### src/hw/rtl/ipral_pkg.sv
// Shared types and constants for the IPv4 range allowlist match unit.
// Holds the mode codes, the rule layout and the item record carried along the cell chain.
// No dependencies.
package ipral_pkg;

    localparam int MAX_RULES_DEF = 16;

    localparam logic [1:0] MODE_CLEAR = 2'd0;
    localparam logic [1:0] MODE_ADD   = 2'd1;
    localparam logic [1:0] MODE_CHECK = 2'd2;

    localparam int IN_TDATA_W  = 104;
    localparam int OUT_TDATA_W = 8;

    // Octet k of a rule sits at index k; octet 0 is the address's top byte.
    typedef struct packed {
        logic [3:0][7:0] lo;
        logic [3:0][7:0] hi;
    } ipral_rule_t;

    localparam ipral_rule_t LOOPBACK_RULE = '{
        lo: {8'd1, 8'd0, 8'd0, 8'd127},
        hi: {8'd1, 8'd0, 8'd0, 8'd127}
    };

    typedef struct packed {
        logic        valid;
        logic [1:0]  mode;
        logic [31:0] addr;
        ipral_rule_t rule;
        logic        hit;
        logic        dropped;
    } ipral_tok_t;

endpackage

### src/hw/rtl/ipral_head.sv
// Front of the cell chain: keeps the rule count, orders the bounds of a new rule
// and decides whether an add is dropped. Depends on ipral_pkg.
module ipral_head #(
    parameter int MAX_RULES = ipral_pkg::MAX_RULES_DEF,
    parameter int CNT_W     = $clog2(MAX_RULES + 1)
) (
    input  logic                             aclk,
    input  logic                             aresetn,
    input  logic                             adv,
    input  logic                             in_valid,
    input  logic [ipral_pkg::IN_TDATA_W-1:0] in_data,
    output ipral_pkg::ipral_tok_t            tok_out,
    output logic [CNT_W-1:0]                 cnt_out
);
    import ipral_pkg::*;

    localparam logic [CNT_W-1:0] CNT_FULL = CNT_W'(MAX_RULES);
    localparam logic [CNT_W-1:0] CNT_ONE  = CNT_W'(1);

    logic [CNT_W-1:0] count_reg;
    logic [CNT_W-1:0] count_next;
    logic [1:0]       mode;
    logic             full;
    logic [7:0]       a_oct [4];
    logic [7:0]       b_oct [4];

    assign mode = in_data[1:0];
    assign full = (count_reg == CNT_FULL);

    always_comb begin
        for (int k = 0; k < 4; k++) begin
            a_oct[k] = in_data[34 + 16 * k +: 8];
            b_oct[k] = in_data[42 + 16 * k +: 8];
        end
        tok_out.valid   = in_valid;
        tok_out.mode    = mode;
        tok_out.addr    = in_data[33:2];
        tok_out.hit     = 1'b0;
        tok_out.dropped = (mode == MODE_ADD) && full;
        // swap reversed bounds
        for (int k = 0; k < 4; k++) begin
            if (a_oct[k] < b_oct[k]) begin
                tok_out.rule.lo[k] = a_oct[k];
                tok_out.rule.hi[k] = b_oct[k];
            end else begin
                tok_out.rule.lo[k] = b_oct[k];
                tok_out.rule.hi[k] = a_oct[k];
            end
        end
    end

    assign cnt_out = count_reg;

    always_comb begin
        count_next = count_reg;
        if (in_valid && adv) begin
            priority if (mode == MODE_CLEAR) begin
                count_next = CNT_ONE;
            end else if (mode == MODE_ADD && !full) begin
                count_next = count_reg + CNT_ONE;
            end
        end
    end

    always_ff @(posedge aclk) begin
        if (!aresetn) begin
            count_reg <= CNT_ONE;
        end else begin
            count_reg <= count_next;
        end
    end

endmodule

### src/hw/rtl/ipral_cell.sv
// One cell of the rule chain: holds one rule, checks passing items against it
// and stores an added rule aimed at its slot. Depends on ipral_pkg.
module ipral_cell #(
    parameter int MAX_RULES = ipral_pkg::MAX_RULES_DEF,
    parameter int CNT_W     = $clog2(MAX_RULES + 1),
    parameter int INDEX     = 0
) (
    input  logic                  aclk,
    input  logic                  aresetn,
    input  logic                  adv,
    input  ipral_pkg::ipral_tok_t tok_in,
    input  logic [CNT_W-1:0]      cnt_in,
    output ipral_pkg::ipral_tok_t tok_out,
    output logic [CNT_W-1:0]      cnt_out
);
    import ipral_pkg::*;

    localparam logic [CNT_W-1:0] SLOT = CNT_W'(INDEX);

    ipral_rule_t rule;
    ipral_tok_t  tok_reg;
    ipral_tok_t  tok_next;
    logic [CNT_W-1:0] cnt_reg;
    logic        in_range;
    logic        hit_here;

    generate
        if (INDEX == 0) begin : g_fixed
            // slot 0 is always the loopback rule
            assign rule = LOOPBACK_RULE;
        end else begin : g_store
            ipral_rule_t rule_reg;
            always_ff @(posedge aclk) begin
                if (adv && tok_in.valid && tok_in.mode == MODE_ADD && !tok_in.dropped
                    && cnt_in == SLOT) begin
                    rule_reg <= tok_in.rule;
                end
            end
            assign rule = rule_reg;
        end
    endgenerate

    always_comb begin
        in_range = 1'b1;
        for (int k = 0; k < 4; k++) begin
            if (tok_in.addr[31 - 8 * k -: 8] < rule.lo[k] ||
                tok_in.addr[31 - 8 * k -: 8] > rule.hi[k]) begin
                in_range = 1'b0;
            end
        end
        hit_here = (tok_in.mode == MODE_CHECK) && (cnt_in > SLOT) && in_range;
        tok_next     = tok_in;
        tok_next.hit = tok_in.hit | hit_here;
    end

    always_ff @(posedge aclk) begin
        if (!aresetn) begin
            tok_reg.valid <= 1'b0;
        end else if (adv) begin
            tok_reg <= tok_next;
            cnt_reg <= cnt_in;
        end
    end

    assign tok_out = tok_reg;
    assign cnt_out = cnt_reg;

endmodule

### src/hw/rtl/ipv4_range_allowlist_match_unit.sv
// Top level of the IPv4 range allowlist match unit: head stage plus a chain
// of MAX_RULES rule cells. Depends on ipral_pkg, ipral_head and ipral_cell.
//
// Usage:
//   Input items arrive on s_tvalid/s_tready/s_tdata; each carries a mode
//   (clear the table, add a rule, check an address), an address and four
//   low/high octet bound pairs. Every item yields exactly one result item on
//   m_tvalid/m_tready/m_tdata: allowed (set for a check that hits some rule)
//   and rule_dropped (set for an add that found the table full).
//   Each item walks the chain one cell per cycle while the chain advances;
//   cell i holds rule i, tests the item's address against it and ORs its
//   verdict into the item. An add is written into the cell whose slot equals
//   the rule count taken at entry. Each cell registers the item on its way;
//   a new item can enter every cycle while the chain is not held, so
//   throughput is one item per cycle; the last cell's register holds the result.
//   After reset the table holds only the loopback rule 127.0.0.1 in slot 0
//   and the rule count is 1; the chain is empty.
//   When the receiver stalls with a result pending, the whole chain and the
//   head hold, and s_tready drops until the result is taken.
module ipv4_range_allowlist_match_unit #(
    parameter int MAX_RULES = ipral_pkg::MAX_RULES_DEF
) (
    input  logic                              aclk,
    input  logic                              aresetn,
    input  logic                              s_tvalid,
    output logic                              s_tready,
    // s_tdata, low bit up: mode[1:0], address[33:2], low_octet0, high_octet0,
    // low_octet1, high_octet1, low_octet2, high_octet2, low_octet3,
    // high_octet3 (8 bits each from bit 34), zeros in [103:98]
    input  logic [ipral_pkg::IN_TDATA_W-1:0]  s_tdata,
    output logic                              m_tvalid,
    input  logic                              m_tready,
    // m_tdata, low bit up: allowed[0], rule_dropped[1], zeros in [7:2]
    output logic [ipral_pkg::OUT_TDATA_W-1:0] m_tdata
);
    import ipral_pkg::*;

    localparam int CNT_W = $clog2(MAX_RULES + 1);

    ipral_tok_t       tok_w [MAX_RULES + 1];
    logic [CNT_W-1:0] cnt_w [MAX_RULES + 1];
    logic             adv;
    ipral_tok_t       tok_last;

    // advance the chain unless a finished result is still waiting
    assign tok_last = tok_w[MAX_RULES];
    assign adv      = !tok_last.valid || m_tready;
    assign s_tready = adv;

    ipral_head #(
        .MAX_RULES(MAX_RULES),
        .CNT_W    (CNT_W)
    ) u_head (
        .aclk    (aclk),
        .aresetn (aresetn),
        .adv     (adv),
        .in_valid(s_tvalid),
        .in_data (s_tdata),
        .tok_out (tok_w[0]),
        .cnt_out (cnt_w[0])
    );

    generate
        for (genvar i = 0; i < MAX_RULES; i++) begin : g_cell
            ipral_cell #(
                .MAX_RULES(MAX_RULES),
                .CNT_W    (CNT_W),
                .INDEX    (i)
            ) u_cell (
                .aclk   (aclk),
                .aresetn(aresetn),
                .adv    (adv),
                .tok_in (tok_w[i]),
                .cnt_in (cnt_w[i]),
                .tok_out(tok_w[i + 1]),
                .cnt_out(cnt_w[i + 1])
            );
        end
    endgenerate

    // the last cell's register is the output stage
    assign m_tvalid = tok_last.valid;
    assign m_tdata  = {6'd0, tok_last.dropped, tok_last.hit};

endmodule

### config.mk
export PLATFORM = sky130hd
export DESIGN_NAME = ipv4_range_allowlist_match_unit
export DESIGN_NICKNAME = d
export VERILOG_FILES = /design/src/hw/rtl/ipral_pkg.sv /design/src/hw/rtl/ipral_head.sv /design/src/hw/rtl/ipral_cell.sv /design/src/hw/rtl/ipv4_range_allowlist_match_unit.sv
export SDC_FILE = /design/constraint.sdc
export NUM_CORES = 2
export LEC_CHECK = 0
export ABC_AREA = 1
export BUFFER_PORTS_ARGS = -buffer_cell sky130_fd_sc_hd__buf_2
export CAP_MARGIN = 30
export CORE_UTILIZATION = 45
export DETAILED_ROUTE_END_ITERATION = 10
export PLACE_DENSITY = 0.68
export RECOVER_POWER = 25
export SLEW_MARGIN = 0
export SYNTH_ARGS = -nofsm -noshare
export SYNTH_HDL_FRONTEND = slang
export SYNTH_SLANG_ARGS = --single-unit
### constraint.sdc
create_clock -name aclk -period 252.2 [get_ports aclk]
set_input_delay 37.83 -clock aclk [delete_from_list [all_inputs] [get_ports aclk]]
set_output_delay 37.83 -clock aclk [all_outputs]
set_load 0.01 [all_outputs]
=== Word-level counts from Yosys, hierarchy flattened ===
Index checks and enable logic that the tools add are counted.

* Reduce and logical (&&, ||, !) cells: 181
* Multiplexer cells: 74
* Order comparisons: 148
* Bitwise gates (word level): 15
* Eq/ne operators: 48
* Add/subtract/negate cells: 1

{| class="wikitable"
|+ Operators with widths
! cell !! number
|-
| 8-bit < comparator || 64
|-
| 8-bit greater-than comparator || 60
|-
| 1-bit logical AND || 95
|-
| 1-bit logical OR || 65
|-
| 1-bit two-way mux || 64
|-
| 8-bit two-way mux || 8
|-
| 5-bit by 4-bit equality test with 1-bit output, second input constant || 8
|-
| 5-bit by 4-bit greater-than comparator with 1-bit output, second input constant || 8
|-
| 2-bit by 1-bit equality test with 1-bit output, second input constant || 16
|-
| 2-bit equality test, second input constant || 16
|-
| 8-bit by 1-bit greater-than comparator with 1-bit output, second input constant || 3
|-
| 8-bit by 1-bit < comparator with 1-bit output, second input constant || 3
|-
| 5-bit by 3-bit equality test with 1-bit output, second input constant || 4
|-
| 5-bit by 3-bit greater-than comparator with 1-bit output, second input constant || 4
|-
| 1-bit zero test || 17
|-
| 1-bit OR || 15
|-
| 5-bit by 2-bit equality test with 1-bit output, second input constant || 2
|-
| 5-bit by 1-bit greater-than comparator with 1-bit output, second input constant || 2
|-
| 5-bit by 2-bit greater-than comparator with 1-bit output, second input constant || 2
|-
| 5-bit two-way mux || 2
|-
| 8-bit by 7-bit greater-than comparator with 1-bit output, second input constant || 1
|-
| 8-bit by 7-bit < comparator with 1-bit output, second input constant || 1
|-
| 5-bit by 1-bit adder with 5-bit output, second input constant || 1
|-
| 5-bit by 1-bit equality test with 1-bit output, second input constant || 1
|-
| 4 further kinds || 5
|}

* Bits in registers: 2,558
* Input bits: 108
* Output and inout bits: 10
* Word-level logic and storage cells: 801

=== Longest topological paths before layout ===
* Word-level depth: 8
* Gate-level depth with buffers: 14
* Gate-level depth less buffers: 14

=== By module ===
Synthesis repeated with hierarchy kept, for this count alone.

* Cells, all modules: 7,463
* Area total of the unflattened synthesis: 107,713.3 sq um

{| class="wikitable"
|+ Modules (own cells, without submodules)
! module !! area each (sq um) !! instances !! cells each !! seq. area each (sq um)
|-
| ipral_cell (g_cell[13].u_cell ...) || 6,787.8 || 3 || 457 || 5,094.9
|-
| ipral_cell (g_cell[8].u_cell) || 6,824.0 || 1 || 461 || 5,094.9
|-
| ipral_cell (g_cell[4].u_cell) || 6,820.3 || 1 || 461 || 5,094.9
|-
| ipral_cell (g_cell[10].u_cell) || 6,814.0 || 1 || 461 || 5,094.9
|-
| ipral_cell (g_cell[14].u_cell) || 6,800.3 || 1 || 458 || 5,094.9
|-
| ipral_cell (g_cell[9].u_cell) || 6,796.5 || 1 || 459 || 5,094.9
|-
| ipral_cell (g_cell[2].u_cell) || 6,795.3 || 1 || 459 || 5,094.9
|-
| ipral_cell (g_cell[6].u_cell) || 6,795.3 || 1 || 458 || 5,094.9
|-
| ipral_cell (g_cell[11].u_cell) || 6,792.8 || 1 || 456 || 5,094.9
|-
| ipral_cell (g_cell[12].u_cell) || 6,791.5 || 1 || 459 || 5,094.9
|-
| ipral_cell (g_cell[15].u_cell) || 6,790.3 || 1 || 456 || 5,094.9
|-
| ipral_cell (g_cell[3].u_cell) || 6,789.0 || 1 || 457 || 5,094.9
|-
| ipral_cell (g_cell[7].u_cell) || 6,789.0 || 1 || 456 || 5,094.9
|-
| ipral_cell (g_cell[0].u_cell) || 3,405.8 || 1 || 165 || 3,173.0
|-
| +2 rows || n/a || n/a || n/a || n/a
|}

=== Worst setup path after synthesis ===
No wires, ideal clock.

* Kind: in2reg
* Start: input aresetn
* End: register g_cell[0].u_cell.cnt_reg[0], enable pin
* Setup time: 3,565 ps
* Path slack: 145,149 ps
* Path buffers: 1
* Data arrival time: 103,486 ps
* Stages on the path: 3
* Data required time: 248,635 ps
* Cells stage by stage: clkinv_1 > clkbuf_1 > nor2_1

* Cells in the longest elaborated chain, start to end: 1

{| class="wikitable"
|+ Ends and longest elaborated chain
! item !! RTL line !! source
|-
| start: declaration || ipv4_range_allowlist_match_unit.sv:24 || <nowiki>input logic aresetn,</nowiki>
|-
| 2-bit AND reduction (no line) || n/a ||
|-
| end signal: assignment || ipral_cell.sv:61 || <nowiki>cnt_reg <= cnt_in;</nowiki>
|-
| end: declaration || ipral_cell.sv:23 || <nowiki>logic [CNT_W-1:0] cnt_reg;</nowiki>
|}

No other way between the ends.
A chain may end at the register's enable or synchronous reset.

=== Worst setup path after layout ===
* Start: input m_tready
* End: output s_tready

* Cells in the longest elaborated chain, start to end: 1

{| class="wikitable"
|+ Ends and longest elaborated chain
! item !! RTL line !! source
|-
| start: declaration || ipv4_range_allowlist_match_unit.sv:32 || <nowiki>input logic m_tready,</nowiki>
|-
| 1-bit logical OR || ipv4_range_allowlist_match_unit.sv:47 || <nowiki>assign adv = !tok_last.valid || m_tready;</nowiki>
|-
| end: declaration || ipv4_range_allowlist_match_unit.sv:26 || <nowiki>output logic s_tready,</nowiki>
|}

No other way between the ends.

==> results.txt <==
outcome - completed
Post-synth top flop - edfxtp_1
PD cells - 7.70 mW/mm²
CP peak stage delay - 210 ps
clk root buf - clkbuf_16
vias - 50300
Post-Synthesis Cells - 6992
total number of yosys warnings - 0
P_leak - 47.4 nW
CP required - 214370 ps
worst hold margin - 412 ps
DRT iter0 DRCs - 2322
clk sinks - 2558
final hold viol count - 0
Peak supply drop - 0.00000609 V
setup violators final - 0
FMAX - 13.1 MHz
Worst slew margin - 28.8%
CP Cell Sequence - buf_2, inv_2, nand2_2, buf_2
syn avg cell area - 14.8 µm²
Crit. End Element - output pin
drt pass-1 iters - 5
CTS buffer count - 275
die width - 481 µm
fin. max-slew vios - 0
nets - 8431
Synth Register Bits - 2558
DR DRC count - 0
Slew @ Worst Pin - 1070 ps
Buf+Inv Stages, Crit Path - 3
hold buffer count at CTS - 0
max cap viols - 0
Clock Skew - 35.8 ps
design area - 0.116 mm²
CP max stage cell - buf_2
CORE AREA - 0.228 mm²
Worst EP arrival - 38450 ps
die area - 0.231 mm²
synth unique cells - 38
initial antenna violation count - 2
gr usage total - 13.6%
share of post-route cells with drive strength above 1 - 7.10%
cell mode on critical path - buf_2
Initial Utilization - 45.3%
Remaining Overflow, GRT - 0
sequential fraction of the synthesis area - 74.2%
Post-CTS Setup Bufs - 0
clock period minus worst slack - 76280 ps
setup slack at placement - 175880 ps
GPL Wtd Cong - 0.807
CTS tree - done
utilization after layout - 51.0%
largest net degree at the start of global routing - 213
Final HPWL DP - 110000 µm
CP Max Fanout - 2
clock latency on the worst-skew pair - 870 ps
drt via density - 4.75
Critical Path Start Type - input pin
post-route ant nets - 0
number of synthesized flops with an enable pin - 2537
Fin Setup TNS - 0 ps
RSZ-0062 raised after global routing - no
H-tree depth - 5
Hold Path Class - reg2reg
number of global-route vias before repair - 51700
number of port buffers - 105
critical path type - in2out
post-CTS sizing - 0
CTS Buffer Depth - 4
height of the die - 481 µm
slack of the critical path - 175920 ps
number of I/O pins - 118
period utilisation layout - 30.2%
drt total wl - 156000 µm
Synth Cell Area - 0.103 mm²
P&R area growth vs syn - 12.5%
max FFs per register - 1518
first-pass GRT wire length - 253000 µm
dpl cell area - 0.108 mm²
wire per inst - 14.7 µm
Reg clk slew, reported paths - 60 ps
Post-synth ARST share - 0%
cell family with most CP delay - buffers and inverters
FP Rows - 175
## cells in the mapped netlist, types with 6 or more instances
| cell | instances | area share [%] |
|---|---|---|
| dfxtp_1 | 21 | 0.41 |
| nand3_1 | 55 | 0.27 |
| a21oi_1 | 377 | 1.8 |
| nor4_1 | 22 | 0.13 |
| buf_6 | 12 | 0.13 |
| edfxtp_1 | 2537 | 74 |
| nand2_1 | 1150 | 4.2 |
| o21ai_1 | 39 | 0.19 |
| o21a_1 | 109 | 0.79 |
| ha_1 | 930 | 11 |
| o21bai_1 | 25 | 0.18 |
| nor2_1 | 240 | 0.87 |
| inv_1 | 1244 | 4.5 |
| nand4_1 | 79 | 0.48 |
| a211oi_1 | 18 | 0.13 |
| o21ai_0 | 50 | 0.24 |
| nor3_1 | 35 | 0.17 |
| buf_4 | 6 | 0.044 |
## worst reg2reg max path, cell delays in order (launching register included)
cell	delay, ps
dfxtp_1	410
nand2_2	210
buf_4	360
clkinv_1	710
nor2_4	690
buf_12	740
buf_12	860
buf_4	370
buf_16	340
buf_4	420
buf_16	330
## path summary, 6_finish.rpt
path         cells past startpoint                                     end                            from  slack, ps
max                              4                                s_tready                        m_tready     175920
min                              0  g_cell[15].u_cell.g_store.rule_reg[31]   g_cell[14].u_cell.tok_out[33]        410
max reg2reg                     10            g_cell[9].u_cell.tok_out[60]  g_cell[15].u_cell.tok_out[100]     246370
min reg2reg                      0  g_cell[15].u_cell.g_store.rule_reg[31]   g_cell[14].u_cell.tok_out[33]        410
## placed cells by master (no fill, tap or decap), types with 5 or more instances in the layout
master / n
edfxtp_1: 2537
inv_1: 1244
nand2_1: 1150
ha_1: 930
a21oi_1: 377
clkbuf_16: 283
nor2_1: 239
o21a_1: 109
buf_2: 106
nand4_1: 79
nand3_1: 55
clkbuf_1: 55
clkinv_1: 50
o21ai_0: 50
clkinv_2: 49
o21ai_1: 39
nor3_1: 33
o21bai_1: 25
buf_4: 25
dfxtp_1: 21
a211oi_1: 18
nor4_1: 11
nor4_2: 11
bufinv_16: 11
clkinvlp_4: 7
conb_1: 6
nand2_4: 5
nand3b_1: 5
buf_16: 5
buf_12: 5
## area by class of cell
class / count / area (µm²)
diodes: 1 / 2.50
clock buffers: 342 / 7340
clock inverters: 122 / 870
fillers: 18500 / 112000
inverters: 1247 / 4680
multi-input cells: 3170 / 21800
flip-flops and latches: 2558 / 76600
well taps: 3009 / 3760
repair buffers: 141 / 956
## logic make-up after synthesis
logic type,Yosys count,synth area share [%]
DFF,2558,74.2
adders and majority gates,930,11.3
AOI/OAI and AO/OA,624,3.41
other,1,0.00363
buffers and inverters,1269,4.73
and+or+nand+nor,1610,6.36
## layer usage
layer / vias up / track usage [%] / part of all wire, %
met3: 395 / 2.26 / 3.2
li1: 25300 / - / -
met4: 0 / 6.53 / 4.5
met2: 666 / 23.8 / 50
met1: 23900 / 16.2 / 43
met5: - / 0 / 0
## metrics by stage
stage | instances | total power, mW
after floorplan | 6997 | 0.551
after global placement | 10100 | 0.534
after detailed placement | 10100 | 0.536
after CTS | 10600 | 0.905
after global routing | 10600 | 0.927
final | 10600 | 0.893
## power breakdown
group	internal, mW	switching, mW
sequential	0.488	0.0105
combinational	0.0103	0.0184
clock	0.217	0.150
total	0.715	0.179
No activity file was read; power rests on OpenSTA's default activity.
